[src/rtl/kmhm_pkg.sv]
`timescale 1ns / 1ps
`default_nettype none

package kmhm_pkg;

   // Fixed field widths of the request, response and register port.
   localparam int FUNC_W      = 2;
   localparam int SYM_W       = 8;
   localparam int SYMBOL_BITS = 8;
   localparam int POS_W       = 32;
   localparam int DIST_W      = 7;
   localparam int COUNT_W     = 32;
   localparam int CSR_IDX_W   = 2;
   localparam int CSR_DATA_W  = 8;
   localparam int PLEN_W      = 7;
   localparam int LIMIT_W     = 8;

   // Default pattern store depth.
   localparam int MAX_PATTERN_DEFAULT = 64;

   // Request function codes.
   localparam logic [FUNC_W-1:0] FUNC_LOAD = 2'd0;
   localparam logic [FUNC_W-1:0] FUNC_TEXT = 2'd1;
   localparam logic [FUNC_W-1:0] FUNC_NEW  = 2'd2;

   // Register indexes.
   localparam logic [CSR_IDX_W-1:0] CSR_PATTERN_LENGTH = 2'd0;
   localparam logic [CSR_IDX_W-1:0] CSR_MISMATCH_LIMIT = 2'd1;
   localparam logic [CSR_IDX_W-1:0] CSR_FIRST_ONLY     = 2'd2;

   // Commands from the controller to the datapath.
   typedef struct packed {
      logic accept;
      logic issue;
      logic emit;
   } dp_cmd_type;

   // Status from the datapath to the controller.
   typedef struct packed {
      logic start;
      logic last_issue;
      logic hit;
      logic out_free;
   } dp_status_type;

endpackage

`default_nettype wire

[src/rtl/k_mismatch_hamming_matcher.sv]
// k-mismatch Hamming matcher.
// Requests arrive on req_ (valid/ready) with a function code and a symbol:
// load the next pattern symbol, push a text symbol, or start a new text.
// Registers (pattern length, mismatch limit, first-only mode) are written on
// the csr_ port, which is always ready; write them only while the block idles.
// Load and new-text requests are taken without leaving the idle state. A text
// symbol that completes an alignment starts a compare that reads one pattern
// symbol and one window symbol per cycle from two memories; a qualifying result
// goes to the response register after the last pair is counted. Other text
// symbols are also taken in the idle state. No request is taken while a compare
// runs, so the mismatch counter loop over the pattern sets the rate.
// A qualifying alignment is written to a response register on rsp_. If the
// receiver stalls, the block keeps taking requests until a new response is
// ready, then waits until the register frees up.
// Reset restores the register defaults and clears the counters, pointers and
// response valid; pattern memory contents are undefined until loaded.
`timescale 1ns / 1ps
`default_nettype none

module k_mismatch_hamming_matcher #(
   parameter int MAX_PATTERN = kmhm_pkg::MAX_PATTERN_DEFAULT
) (
   input  wire                                clock,
   input  wire                                reset,
   input  wire                                req_valid,
   output logic                               req_ready,
   input  wire [kmhm_pkg::FUNC_W-1:0]         req_func,
   input  wire [kmhm_pkg::SYM_W-1:0]          req_symbol,
   output logic                               rsp_valid,
   input  wire                                rsp_ready,
   output logic [kmhm_pkg::POS_W-1:0]         rsp_position,
   output logic [kmhm_pkg::DIST_W-1:0]        rsp_distance,
   output logic [kmhm_pkg::COUNT_W-1:0]       rsp_report_count,
   input  wire                                csr_valid,
   output logic                               csr_ready,
   input  wire [kmhm_pkg::CSR_IDX_W-1:0]      csr_index,
   input  wire [kmhm_pkg::CSR_DATA_W-1:0]     csr_data
);

   kmhm_pkg::dp_cmd_type    cmd;
   kmhm_pkg::dp_status_type status;

   // Sequencer for the compare loop and response handoff.
   kmhm_ctrl u_ctrl (
      .clock     (clock),
      .reset     (reset),
      .req_valid (req_valid),
      .req_ready (req_ready),
      .status    (status),
      .cmd       (cmd)
   );

   // Memories, counters and response register.
   kmhm_datapath #(
      .MAX_PATTERN (MAX_PATTERN)
   ) u_datapath (
      .clock            (clock),
      .reset            (reset),
      .cmd              (cmd),
      .status           (status),
      .req_func         (req_func),
      .req_symbol       (req_symbol),
      .rsp_valid        (rsp_valid),
      .rsp_ready        (rsp_ready),
      .rsp_position     (rsp_position),
      .rsp_distance     (rsp_distance),
      .rsp_report_count (rsp_report_count),
      .csr_valid        (csr_valid),
      .csr_ready        (csr_ready),
      .csr_index        (csr_index),
      .csr_data         (csr_data)
   );

endmodule

`default_nettype wire

[src/rtl/kmhm_ctrl.sv]
`timescale 1ns / 1ps
`default_nettype none

module kmhm_ctrl (
   input  wire                    clock,
   input  wire                    reset,
   input  wire                    req_valid,
   output logic                   req_ready,
   input  wire kmhm_pkg::dp_status_type status,
   output kmhm_pkg::dp_cmd_type   cmd
);

   typedef enum logic [3:0] {
      ST_IDLE = 4'b0001,
      ST_RUN  = 4'b0010,
      ST_LAST = 4'b0100,
      ST_DONE = 4'b1000
   } state_type;

   state_type state_ff;
   state_type state_in;

   // Next state and commands.
   always_comb begin
      state_in   = state_ff;
      req_ready  = 1'b0;
      cmd.accept = 1'b0;
      cmd.issue  = 1'b0;
      cmd.emit   = 1'b0;
      case (state_ff)
         ST_IDLE: begin
            req_ready  = 1'b1;
            cmd.accept = req_valid;
            if (req_valid && status.start) begin
               state_in = ST_RUN;
            end
         end
         ST_RUN: begin
            cmd.issue = 1'b1;
            if (status.last_issue) begin
               state_in = ST_LAST;
            end
         end
         ST_LAST: begin
            // The last read pair is being counted in this cycle.
            state_in = ST_DONE;
         end
         ST_DONE: begin
            if (!status.hit) begin
               state_in = ST_IDLE;
            end else if (status.out_free) begin
               cmd.emit = 1'b1;
               state_in = ST_IDLE;
            end
         end
         default: begin
            state_in = ST_IDLE;
         end
      endcase
   end

   always_ff @(posedge clock) begin
      if (reset) begin
         state_ff <= ST_IDLE;
      end else begin
         state_ff <= state_in;
      end
   end

endmodule

`default_nettype wire

[src/rtl/kmhm_datapath.sv]
`timescale 1ns / 1ps
`default_nettype none

module kmhm_datapath #(
   parameter int MAX_PATTERN = kmhm_pkg::MAX_PATTERN_DEFAULT
) (
   input  wire                                     clock,
   input  wire                                     reset,
   input  wire kmhm_pkg::dp_cmd_type               cmd,
   output kmhm_pkg::dp_status_type                 status,
   input  wire [kmhm_pkg::FUNC_W-1:0]              req_func,
   input  wire [kmhm_pkg::SYM_W-1:0]               req_symbol,
   output logic                                    rsp_valid,
   input  wire                                     rsp_ready,
   output logic [kmhm_pkg::POS_W-1:0]              rsp_position,
   output logic [kmhm_pkg::DIST_W-1:0]             rsp_distance,
   output logic [kmhm_pkg::COUNT_W-1:0]            rsp_report_count,
   input  wire                                     csr_valid,
   output logic                                    csr_ready,
   input  wire [kmhm_pkg::CSR_IDX_W-1:0]           csr_index,
   input  wire [kmhm_pkg::CSR_DATA_W-1:0]          csr_data
);

   localparam int PTR_W = (MAX_PATTERN > 1) ? $clog2(MAX_PATTERN) : 1;
   localparam int LEN_W = $clog2(MAX_PATTERN + 1);
   localparam int SUM_W = LEN_W + 1;
   localparam int SB    = kmhm_pkg::SYMBOL_BITS;
   localparam logic [PTR_W-1:0] PTR_LAST = PTR_W'(MAX_PATTERN - 1);
   localparam logic [LEN_W-1:0] LEN_MAX  = LEN_W'(MAX_PATTERN);
   localparam logic [31:0]      SAT32    = 32'hFFFF_FFFF;

   // Configuration registers.
   logic [kmhm_pkg::PLEN_W-1:0]  plen_ff;
   logic [kmhm_pkg::LIMIT_W-1:0] limit_ff;
   logic                         first_only_ff;

   // Pattern and text window memories.
   logic [SB-1:0] pat_mem [MAX_PATTERN];
   logic [SB-1:0] win_mem [MAX_PATTERN];

   // Control state.
   logic [LEN_W-1:0] load_ptr_ff;
   logic [PTR_W-1:0] wp_ff;
   logic [31:0]      seen_ff;
   logic [31:0]      reports_ff;
   logic             stopped_ff;
   logic             rd_valid_ff;
   logic             rsp_valid_ff;

   // Compare datapath registers.
   logic [PTR_W-1:0] j_ff;
   logic [PTR_W-1:0] wa_ff;
   logic [SB-1:0]    pat_q_ff;
   logic [SB-1:0]    win_q_ff;
   logic [LEN_W-1:0] acc_ff;

   // Response payload registers.
   logic [kmhm_pkg::POS_W-1:0]   pos_ff;
   logic [kmhm_pkg::DIST_W-1:0]  dist_ff;
   logic [kmhm_pkg::COUNT_W-1:0] count_ff;

   logic [SB-1:0]    sym;
   logic [LEN_W-1:0] m_len;
   logic [31:0]      seen_in;
   logic [31:0]      reports_in;
   logic [PTR_W-1:0] wp_in;
   logic [SUM_W-1:0] wpn_e;
   logic [SUM_W-1:0] m_e;
   logic [SUM_W-1:0] base_e;
   logic [PTR_W-1:0] wa_in;
   logic             is_text;
   logic             is_load;
   logic             is_new;

   assign csr_ready = 1'b1;
   assign sym       = req_symbol[SB-1:0];
   assign is_text   = cmd.accept && (req_func == kmhm_pkg::FUNC_TEXT);
   assign is_load   = cmd.accept && (req_func == kmhm_pkg::FUNC_LOAD);
   assign is_new    = cmd.accept && (req_func == kmhm_pkg::FUNC_NEW);

   // Active pattern length, clamped to 1 .. MAX_PATTERN.
   always_comb begin
      if (plen_ff == '0) begin
         m_len = LEN_W'(1);
      end else if (32'(plen_ff) > 32'(MAX_PATTERN)) begin
         m_len = LEN_MAX;
      end else begin
         m_len = LEN_W'(plen_ff);
      end
   end

   // Saturating counters and the window write pointer after a text symbol.
   assign seen_in    = (seen_ff == SAT32) ? seen_ff : seen_ff + 32'd1;
   assign reports_in = (reports_ff == SAT32) ? reports_ff : reports_ff + 32'd1;
   assign wp_in      = (wp_ff == PTR_LAST) ? '0 : wp_ff + PTR_W'(1);
   assign wa_in      = (wa_ff == PTR_LAST) ? '0 : wa_ff + PTR_W'(1);

   // Oldest window entry of the alignment, in circular buffer order.
   always_comb begin
      wpn_e = SUM_W'(wp_in);
      m_e   = SUM_W'(m_len);
      if (wpn_e >= m_e) begin
         base_e = wpn_e - m_e;
      end else begin
         base_e = wpn_e + SUM_W'(MAX_PATTERN) - m_e;
      end
   end

   // Status toward the controller.
   always_comb begin
      status.start      = (req_func == kmhm_pkg::FUNC_TEXT) && !stopped_ff
                          && (seen_in >= 32'(m_len));
      status.last_issue = (LEN_W'(j_ff) == m_len - LEN_W'(1));
      status.hit        = limit_ff[kmhm_pkg::LIMIT_W-1]
                          || (32'(acc_ff) <= 32'(limit_ff[kmhm_pkg::LIMIT_W-2:0]));
      status.out_free   = !rsp_valid_ff || rsp_ready;
   end

   // Configuration writes.
   always_ff @(posedge clock) begin
      if (reset) begin
         plen_ff       <= kmhm_pkg::PLEN_W'(1);
         limit_ff      <= '1;
         first_only_ff <= 1'b0;
      end else if (csr_valid) begin
         case (csr_index)
            kmhm_pkg::CSR_PATTERN_LENGTH: plen_ff <= csr_data[kmhm_pkg::PLEN_W-1:0];
            kmhm_pkg::CSR_MISMATCH_LIMIT: limit_ff <= csr_data;
            kmhm_pkg::CSR_FIRST_ONLY:     first_only_ff <= csr_data[0];
            default: begin
            end
         endcase
      end
   end

   // Pattern memory: one write port for loads, one registered read port.
   always_ff @(posedge clock) begin
      if (is_load && (load_ptr_ff < LEN_MAX)) begin
         pat_mem[load_ptr_ff[PTR_W-1:0]] <= sym;
      end
      if (cmd.issue) begin
         pat_q_ff <= pat_mem[j_ff];
      end
   end

   // Text window memory, written as a circular buffer.
   always_ff @(posedge clock) begin
      if (is_text) begin
         win_mem[wp_ff] <= sym;
      end
      if (cmd.issue) begin
         win_q_ff <= win_mem[wa_ff];
      end
   end

   // Request bookkeeping and report state.
   always_ff @(posedge clock) begin
      if (reset) begin
         load_ptr_ff <= '0;
         wp_ff       <= '0;
         seen_ff     <= '0;
         reports_ff  <= '0;
         stopped_ff  <= 1'b0;
      end else begin
         if (is_new) begin
            load_ptr_ff <= '0;
            seen_ff     <= '0;
            reports_ff  <= '0;
            stopped_ff  <= 1'b0;
         end
         if (is_load && (load_ptr_ff < LEN_MAX)) begin
            load_ptr_ff <= load_ptr_ff + LEN_W'(1);
         end
         if (is_text) begin
            wp_ff   <= wp_in;
            seen_ff <= seen_in;
         end
         if (cmd.emit) begin
            reports_ff <= reports_in;
            if (first_only_ff) begin
               stopped_ff <= 1'b1;
            end
         end
      end
   end

   // Mismatch count: one symbol pair per cycle.
   always_ff @(posedge clock) begin
      if (reset) begin
         rd_valid_ff <= 1'b0;
      end else begin
         rd_valid_ff <= cmd.issue;
      end
   end

   always_ff @(posedge clock) begin
      if (is_text) begin
         j_ff   <= '0;
         wa_ff  <= base_e[PTR_W-1:0];
         acc_ff <= '0;
      end else begin
         if (cmd.issue) begin
            j_ff  <= j_ff + PTR_W'(1);
            wa_ff <= wa_in;
         end
         if (rd_valid_ff && (pat_q_ff != win_q_ff)) begin
            acc_ff <= acc_ff + LEN_W'(1);
         end
      end
   end

   // Response register.
   always_ff @(posedge clock) begin
      if (reset) begin
         rsp_valid_ff <= 1'b0;
      end else if (cmd.emit) begin
         rsp_valid_ff <= 1'b1;
      end else if (rsp_ready) begin
         rsp_valid_ff <= 1'b0;
      end
   end

   always_ff @(posedge clock) begin
      if (cmd.emit) begin
         pos_ff   <= (seen_ff == SAT32) ? SAT32 : seen_ff - 32'(m_len);
         dist_ff  <= (32'(acc_ff) > 32'd127) ? '1 : kmhm_pkg::DIST_W'(acc_ff);
         count_ff <= reports_in;
      end
   end

   assign rsp_valid        = rsp_valid_ff;
   assign rsp_position     = pos_ff;
   assign rsp_distance     = dist_ff;
   assign rsp_report_count = count_ff;

endmodule

`default_nettype wire

[config.mk]
export PLATFORM = sky130hd
export DESIGN_NAME = k_mismatch_hamming_matcher
export DESIGN_NICKNAME = d
export VERILOG_FILES = /design/src/rtl/kmhm_pkg.sv /design/src/rtl/k_mismatch_hamming_matcher.sv /design/src/rtl/kmhm_ctrl.sv /design/src/rtl/kmhm_datapath.sv
export SDC_FILE = /design/constraint.sdc
export NUM_CORES = 2
export LEC_CHECK = 0
export BUFFER_PORTS_ARGS = -buffer_cell sky130_fd_sc_hd__buf_4
export CELL_PAD_IN_SITES_DETAIL_PLACEMENT = 1
export CELL_PAD_IN_SITES_GLOBAL_PLACEMENT = 2
export CORE_ASPECT_RATIO = 0.75
export CORE_UTILIZATION = 30
export DETAILED_ROUTE_END_ITERATION = 8
export PLACE_DENSITY = 0.63
export SLEW_MARGIN = 20
export SYNTH_ARGS = -nofsm -noshare
export SYNTH_HDL_FRONTEND = slang
export SYNTH_SLANG_ARGS = --single-unit
[constraint.sdc]
create_clock -name clock -period 10.2 [get_ports clock]
set_input_delay 2.04 -clock clock [delete_from_list [all_inputs] [get_ports clock]]
set_output_delay 2.04 -clock clock [all_outputs]
set_load 0.1 [all_outputs]
### Word-level counts from Yosys, hierarchy flattened

Memory sizes are Yosys's and may differ from the RTL's. A register that Yosys moved wholly into a read port is not among the register bits.
Cells that the tools add are included.
Widths: inputs -> output; s select.

| storage, ports and cells | value |
|---|---|
| flip-flop bits (word level) | 190 |
| RAM bits | 1,024 |
| bits of input ports | 25 |
| output and inout port bits | 74 |
| logic and storage cells | 111 |
| memories | 2 |

Memories:

| name | words | width | rd ports | clocked after Yosys merged registers in | write ports | RTL line | text |
|---|---|---|---|---|---|---|---|
| u_datapath.pat_mem | 64 | 8 | 1 | 1 | 1 | kmhm_datapath.sv:38 | `logic [SB-1:0] pat_mem [MAX_PATTERN];` |
| u_datapath.win_mem | 64 | 8 | 1 | 1 | 1 | kmhm_datapath.sv:39 | `logic [SB-1:0] win_mem [MAX_PATTERN];` |

| cells by class | value |
|---|---|
| add/subtract/negate cells | 12 |
| order comparisons | 5 |
| equality and inequality tests | 17 |
| muxes and demuxes | 34 |
| reduce and logical (&&, ||, !) cells | 24 |

Operators with widths:

| cell | number |
|---|---|
| $mux 32 | 5 |
| $add 32x1->32 const B | 2 |
| $eq 32x32->1 const B | 2 |
| $ge 32x7->1 | 1 |
| $sub 32x7->32 | 1 |
| $mux 6 | 5 |
| $mux 7 | 4 |
| $add 6x1->6 const B | 4 |
| $mux 4 | 4 |
| $pmux 4 s4 | 1 |
| $mux 1 | 15 |
| $add 7x1->7 const B | 2 |
| $eq 6x6->1 const B | 2 |
| $sub 6x6->6 | 2 |
| $reduce_bool 2->1 | 5 |
| $logic_and 1x1->1 | 8 |
| $ne 8x8->1 | 1 |
| $eq 6x7->1 | 1 |
| $ge 6x7->1 | 1 |
| $gt 7x7->1 const B | 1 |
| $le 7x7->1 | 1 |
| $logic_not 7->1 | 1 |
| $lt 7x7->1 const B | 1 |
| $sub 7x1->7 const B | 1 |
| other kinds (14) | 21 |

### Longest topological paths before layout

| depth | value |
|---|---|
| word-level depth | 8 |
| gate-level depth with buffers | 16 |
| depth with buffers taken out | 14 |

### Cells and area by module

A second synthesis with hierarchy kept.

| unflattened totals | value |
|---|---|
| cells, all modules | 2,772 |
| area, all modules | 50,126.8 sq um |

Modules (own cells, without submodules):

| module | times used | cells an instance | area each (sq um) | sequential area each (sq um) |
|---|---|---|---|---|
| kmhm_datapath | 1 | 2,744 | 49,871.6 | 35,724.3 |
| kmhm_ctrl | 1 | 28 | 255.2 | 80.1 |

### Worst setup path before layout

Ideal clock, no wire load.

| timing | value |
|---|---|
| path kind | register -> register |
| from | register u_ctrl.state_ff[0] |
| to | memory u_datapath.pat_mem[27][0] (netlist name), enable pin |
| library setup time | 0.370 ns |
| arrival | 5.883 ns |
| required time | 9.830 ns |
| slack | 3.947 ns |
| stages on the path, launching flop included | 8 |
| path buffers | 1 |
| clock period less this slack | 6.253 ns |
| cell sequence | dfxtp_1 -> nor4b_1 -> nand3b_1 -> nor3_1 -> nand3_1 -> or2_2 -> clkbuf_1 -> nor2_1 |

| on the way | value |
|---|---|
| word-level cells in the longest chain between the ends | 6 |

RTL lines:

| what | RTL line | text |
|---|---|---|
| start, declared | kmhm_ctrl.sv:20 | `state_type state_ff;` |
| start signal, assigned | kmhm_ctrl.sv:66 | `state_ff <= state_in;` |
| $eq 4x1->1 | kmhm_ctrl.sv:30 | `case (state_ff)` |
| $mux 1 | kmhm_ctrl.sv:30 |  |
| $logic_and 1x1->1 | kmhm_datapath.sv:78 | `assign is_load = cmd.accept && (req_func == kmhm_pkg::FUNC_LOAD);` |
| $logic_and 1x1->1 | kmhm_datapath.sv:138 | `if (is_load && (load_ptr_ff < LEN_MAX)) begin` |
| $mux 1 | kmhm_datapath.sv:138 |  |
| $mux 1 (not written as such) | kmhm_datapath.sv:139 | `pat_mem[load_ptr_ff[PTR_W-1:0]] <= sym;` |
| end, declared | kmhm_datapath.sv:38 |  |

No other way between the ends.

### Worst setup path in the final report

| timing | value |
|---|---|
| from | register u_datapath.seen_ff[12] |
| to | register u_ctrl.state_ff[1] |

| on the way | value |
|---|---|
| word-level cells in the longest chain between the ends | 7 |
| elaborated cells on any way between the ends | 8 |
| those cells by class | 1 x add/sub; 1 x order compare; 2 x eq/ne; 1 x mux; 3 x reduce/logical |

RTL lines:

| what | RTL line | text |
|---|---|---|
| start, declared | kmhm_datapath.sv:44 | `logic [31:0] seen_ff;` |
| start signal, assigned | kmhm_datapath.sv:176 | `seen_ff <= seen_in;` |
| $add 32x1->32 or $eq 32x32->1 (tied branches) | kmhm_datapath.sv:93 | `assign seen_in = (seen_ff == SAT32) ? seen_ff : seen_ff + 32'd1;` |
| $mux 32 (*) | kmhm_datapath.sv:93 |  |
| $ge 32x7->1 (*) | kmhm_datapath.sv:112 | `&& (seen_in >= 32'(m_len));` |
| $logic_and 1x1->1 (*) | kmhm_datapath.sv:112 |  |
| $logic_and 1x1->1 (*) | kmhm_ctrl.sv:34 | `if (req_valid && status.start) begin` |
| $ne 2x1->1 (no source line) (*) | - |  |
| $reduce_and 3->1 (no source line) (*) | - |  |

Mark *: on every way between the ends. The rest lies on a longest branch, timed or not.
A chain may end at the register's enable or synchronous reset.

==> impl_results.md <==
* Status: finished clean
* Routability cong. at 0.771
* Worst-path clk slew at 0.07 ns
* Mean Syn Cell Area at 18.1 um^2
* Hold path start: u_datapath.limit_ff[7]
* Register area share after synthesis at 71.3%
* Slew HR at 24.9%
* Max-Cap Viols at 0
* Clk sinks at 1,230
* Num CTS Buffers at 116
* Leak at 17.6 nW
* Vias/cell at 4.99
* Vias in the first global route at 26,533
* Die height at 356 um
* Chip width at 474 um
* VDD IR-drop max at 146 uV
* Overflow after GRT at 0
* Fin. Hold Viols at 0
* Setup TNS at 0 ns
* Min Tclk post-route at 5.67 ns
* Fmax at 0.176 GHz
* Setup slack, reg-to-reg at 4.53 ns
* Nets@finish at 2,922
* Post-synth EDFFs at 1,117
* Fin crit share at 55.6%
* Async SR Flop Fraction at 0%
* Final cell count without fillers at 5,189
* Core area at 165,000 um^2
* Top_reg_cell synth: edfxtp_1
* R2R depth at 13
* CP Class: reg2reg
* Critical Path Sink Type: flip-flop
* Reg2reg start: u_datapath.seen_ff[12]
* Synth Warn # at 0
* Synthesized instance count at 2,778
* Starting density of the core at 30.3%
* Routed Antenna Nets at 0
* Vias at 25,890
* Worst Path Arrival at 6.25 ns
* Worst Hold Class: reg2reg
* Residual DRC count at 0
* Post-Route WL at 129,000 um
* Layout Area Growth over Synthesis at 14.1%
* Critical-path maximum fanout at 15
* RSZ-0062 raised after global routing: no
* First-pass GRT wire length at 188,000 um
* Hpwl dp at 78,900 um
* Worst r2r dst: u_ctrl.state_ff[1]
* Layout cells sized above 1 at 22.7%
* Final Skew at 0.0338 ns
* CTS tree: built
* WP data required at 10.78 ns
* Overall Global Routing Usage at 15.1%
* Net Count, Synth at 2,839
* Cts hold-fix bufs at 0
* Row Count at 129
* First DRT Iteration DRCs at 2,206
* Post-cts resize count at 0
* Dpl cells at 4,970
* Skew-Pair Late Insertion Delay at 0.76 ns
* Wire per inst at 24.8 um
* Startpoint Class: flip-flop
* PortBufs at 97
* Post-Syn Area at 50,200 um^2
* Final setup fails at 0
* Setup crit start: u_datapath.seen_ff[12]
* Root buffer cell: clkbuf_16
* Slew of the pin with the lowest slew margin at 1.12 ns
* DIE AREA at 169,000 um^2
* DR pass1 iterations at 5
* Max Slew Vio Count at 0
* Largest net degree at the start of global routing at 102
* Post-CTS Setup Bufs at 0
* Io pins at 99
* WHS Endpoint: u_datapath.limit_ff[7]
* Hold Crit Depth at 2
* Flop and latch count out of synthesis at 1,230
* Cell Pwr Density at 183 nW/um^2
* Clock Path Buffers at 3
* H-tree depth at 3
* Antenna violations before repair at 6
* Post-synth cell types at 73
[cells by family (layout without fill, tap and decap cells)]
logic type,after synthesis,count (layout),synth area share (%)
flip-flops,1230,1230,71.3
AND/OR/NAND/NOR,619,619,5.94
multiplexers,349,349,15.3
AO/OA/AOI/OAI,240,240,3.05
buffers and inverters,195,377,1.51
XOR/XNOR,108,108,1.88
adder cells (fa/ha/maj),36,36,0.927
other,1,3,0.00747
[synthesized netlist by cell type (12+ instances only)]
library cell,instances,share of area (%)
a31oi_1,17,0.21
nor3_1,29,0.29
nor4_1,20,0.25
nand3b_1,15,0.22
a311oi_1,13,0.23
mux4_2,336,15
nand3_1,47,0.47
nand4_1,28,0.35
dfxtp_1,113,4.5
ha_1,34,0.85
or3_1,19,0.24
o21ai_0,51,0.51
inv_1,30,0.22
mux2i_1,12,0.24
nand2_1,107,0.80
edfxtp_1,1117,67
xor2_1,50,0.87
buf_1,35,0.26
and3_1,23,0.29
xnor2_1,58,1.0
clkbuf_1,118,0.88
a211oi_1,19,0.28
a21oi_1,72,0.72
nor2_1,267,2.0
[per-layer routing]
metal,track usage (%),share of wire (%),vias to the layer above
met4,3.46,2.0,2
met2,22.3,44,600
li1,-,-,11357
met1,22.6,48,13766
met3,3.15,5.4,165
met5,0,0.016,-
[critical path, stage by stage, from the launching register on]
cell	delay (ns)
dfxtp_1	0.64
nand3_1	0.45
nor4_1	1.06
nand3_1	0.82
xnor2_1	0.38
ha_1	0.26
nand2b_1	0.14
a211oi_1	0.21
o21ai_0	0.17
a311oi_1	0.32
o2111ai_1	0.13
or4_1	0.62
o21ai_0	0.22
a21oi_1	0.09
[cells in the final DEF, fill, tap and decap left out, types with 5 or more instances in the layout]
| cell | Yosys | routed |
|---|---|---|
| a211o_1 | 9 | 9 |
| a211oi_1 | 19 | 19 |
| a21o_1 | 7 | 7 |
| a21oi_1 | 72 | 72 |
| a22o_1 | 8 | 8 |
| a22oi_1 | 7 | 7 |
| a311oi_1 | 13 | 13 |
| a31oi_1 | 17 | 16 |
| and2_1 | 11 | 11 |
| and3_1 | 23 | 23 |
| and4_1 | 6 | 5 |
| buf_4 | 2 | 126 |
| bufinv_16 | 0 | 17 |
| clkbuf_1 | 118 | 18 |
| clkbuf_16 | 0 | 116 |
| clkinv_1 | 2 | 28 |
| clkinv_2 | 0 | 21 |
| clkinvlp_4 | 0 | 7 |
| dfxtp_1 | 113 | 109 |
| edfxtp_1 | 1117 | 1117 |
| ha_1 | 34 | 34 |
| inv_1 | 30 | 29 |
| mux2i_1 | 12 | 12 |
| mux4_2 | 336 | 336 |
| nand2_1 | 107 | 107 |
| nand3_1 | 47 | 47 |
| nand3b_1 | 15 | 15 |
| nand4_1 | 28 | 28 |
| nor2_1 | 267 | 267 |
| nor2b_1 | 10 | 10 |
| nor3_1 | 29 | 27 |
| nor4_1 | 20 | 19 |
| o21ai_0 | 51 | 51 |
| o31ai_1 | 6 | 6 |
| or2_2 | 5 | 5 |
| or3_1 | 19 | 19 |
| or4_1 | 8 | 8 |
| xnor2_1 | 58 | 58 |
| xor2_1 | 50 | 50 |
[cell type report]
cell class,count,area (um^2)
Fill cell,16550,108000
Sequential cell,1230,35800
Multi-Input combinational cell,1353,13700
Clock buffer,134,2970
Tap cell,2227,2790
Timing Repair Buffer,128,977
Clock inverter,83,953
Inverter,32,123
Antenna cell,2,5.00
[report_power, final]
group	switching [mW]	internal (mW)	total, mW
Sequential	0.0156	5.50	5.52
Clock	1.99	2.53	4.52
Combinational	0.276	0.160	0.436
Total	2.28	8.19	10.5
[state kept, by name (all words and copies together) (netlist names), 7 cells and up]
signal and count:
u_datapath.pat_mem 512, u_datapath.rsp_distance 7, u_datapath.rsp_position 32, u_datapath.seen_ff 32
u_datapath.rsp_report_count 32, u_datapath.win_q_ff 8, u_datapath.plen_ff 7, u_datapath.pat_q_ff 8
u_datapath.reports_ff 32, u_datapath.load_ptr_ff 7, u_datapath.acc_ff 7, u_datapath.limit_ff 8
u_datapath.win_mem 512
[worst max-delay path by stage]
| stage | slack [ns] | to | cells after the start |
|---|---|---|---|
| 2_1_floorplan | 3.95 | u_datapath.pat_mem[27][0] | 7 |
| 3_3_place_gp | 4.75 | u_ctrl.state_ff[1] | 14 |
| 3_5_place_dp | 4.53 | u_ctrl.state_ff[1] | 14 |
| 4_1_cts | 4.53 | u_ctrl.state_ff[1] | 14 |
| 5_1_grt | 4.25 | u_ctrl.state_ff[1] | 13 |
| 6_report | 4.53 | u_ctrl.state_ff[1] | 13 |
[through the flow]
step / util [%] / total power, mW / worst slack, ns / area, um^2 / hold WS (ns)
2_1_floorplan: - / 5.86 / 3.95 / 50200 / 0.439
3_3_place_gp: 32.2 / 6.07 / 4.75 / 53300 / 0.485
3_5_place_dp: 32.2 / 6.07 / 4.53 / 53300 / 0.479
4_1_cts: 34.6 / 10.6 / 4.53 / 57300 / 0.507
5_1_grt: 34.6 / 10.8 / 4.25 / 57300 / 0.526
6_report: 34.6 / 10.5 / 4.53 / 57300 / 0.502
Note: power is estimated with default switching activity, not from simulation.
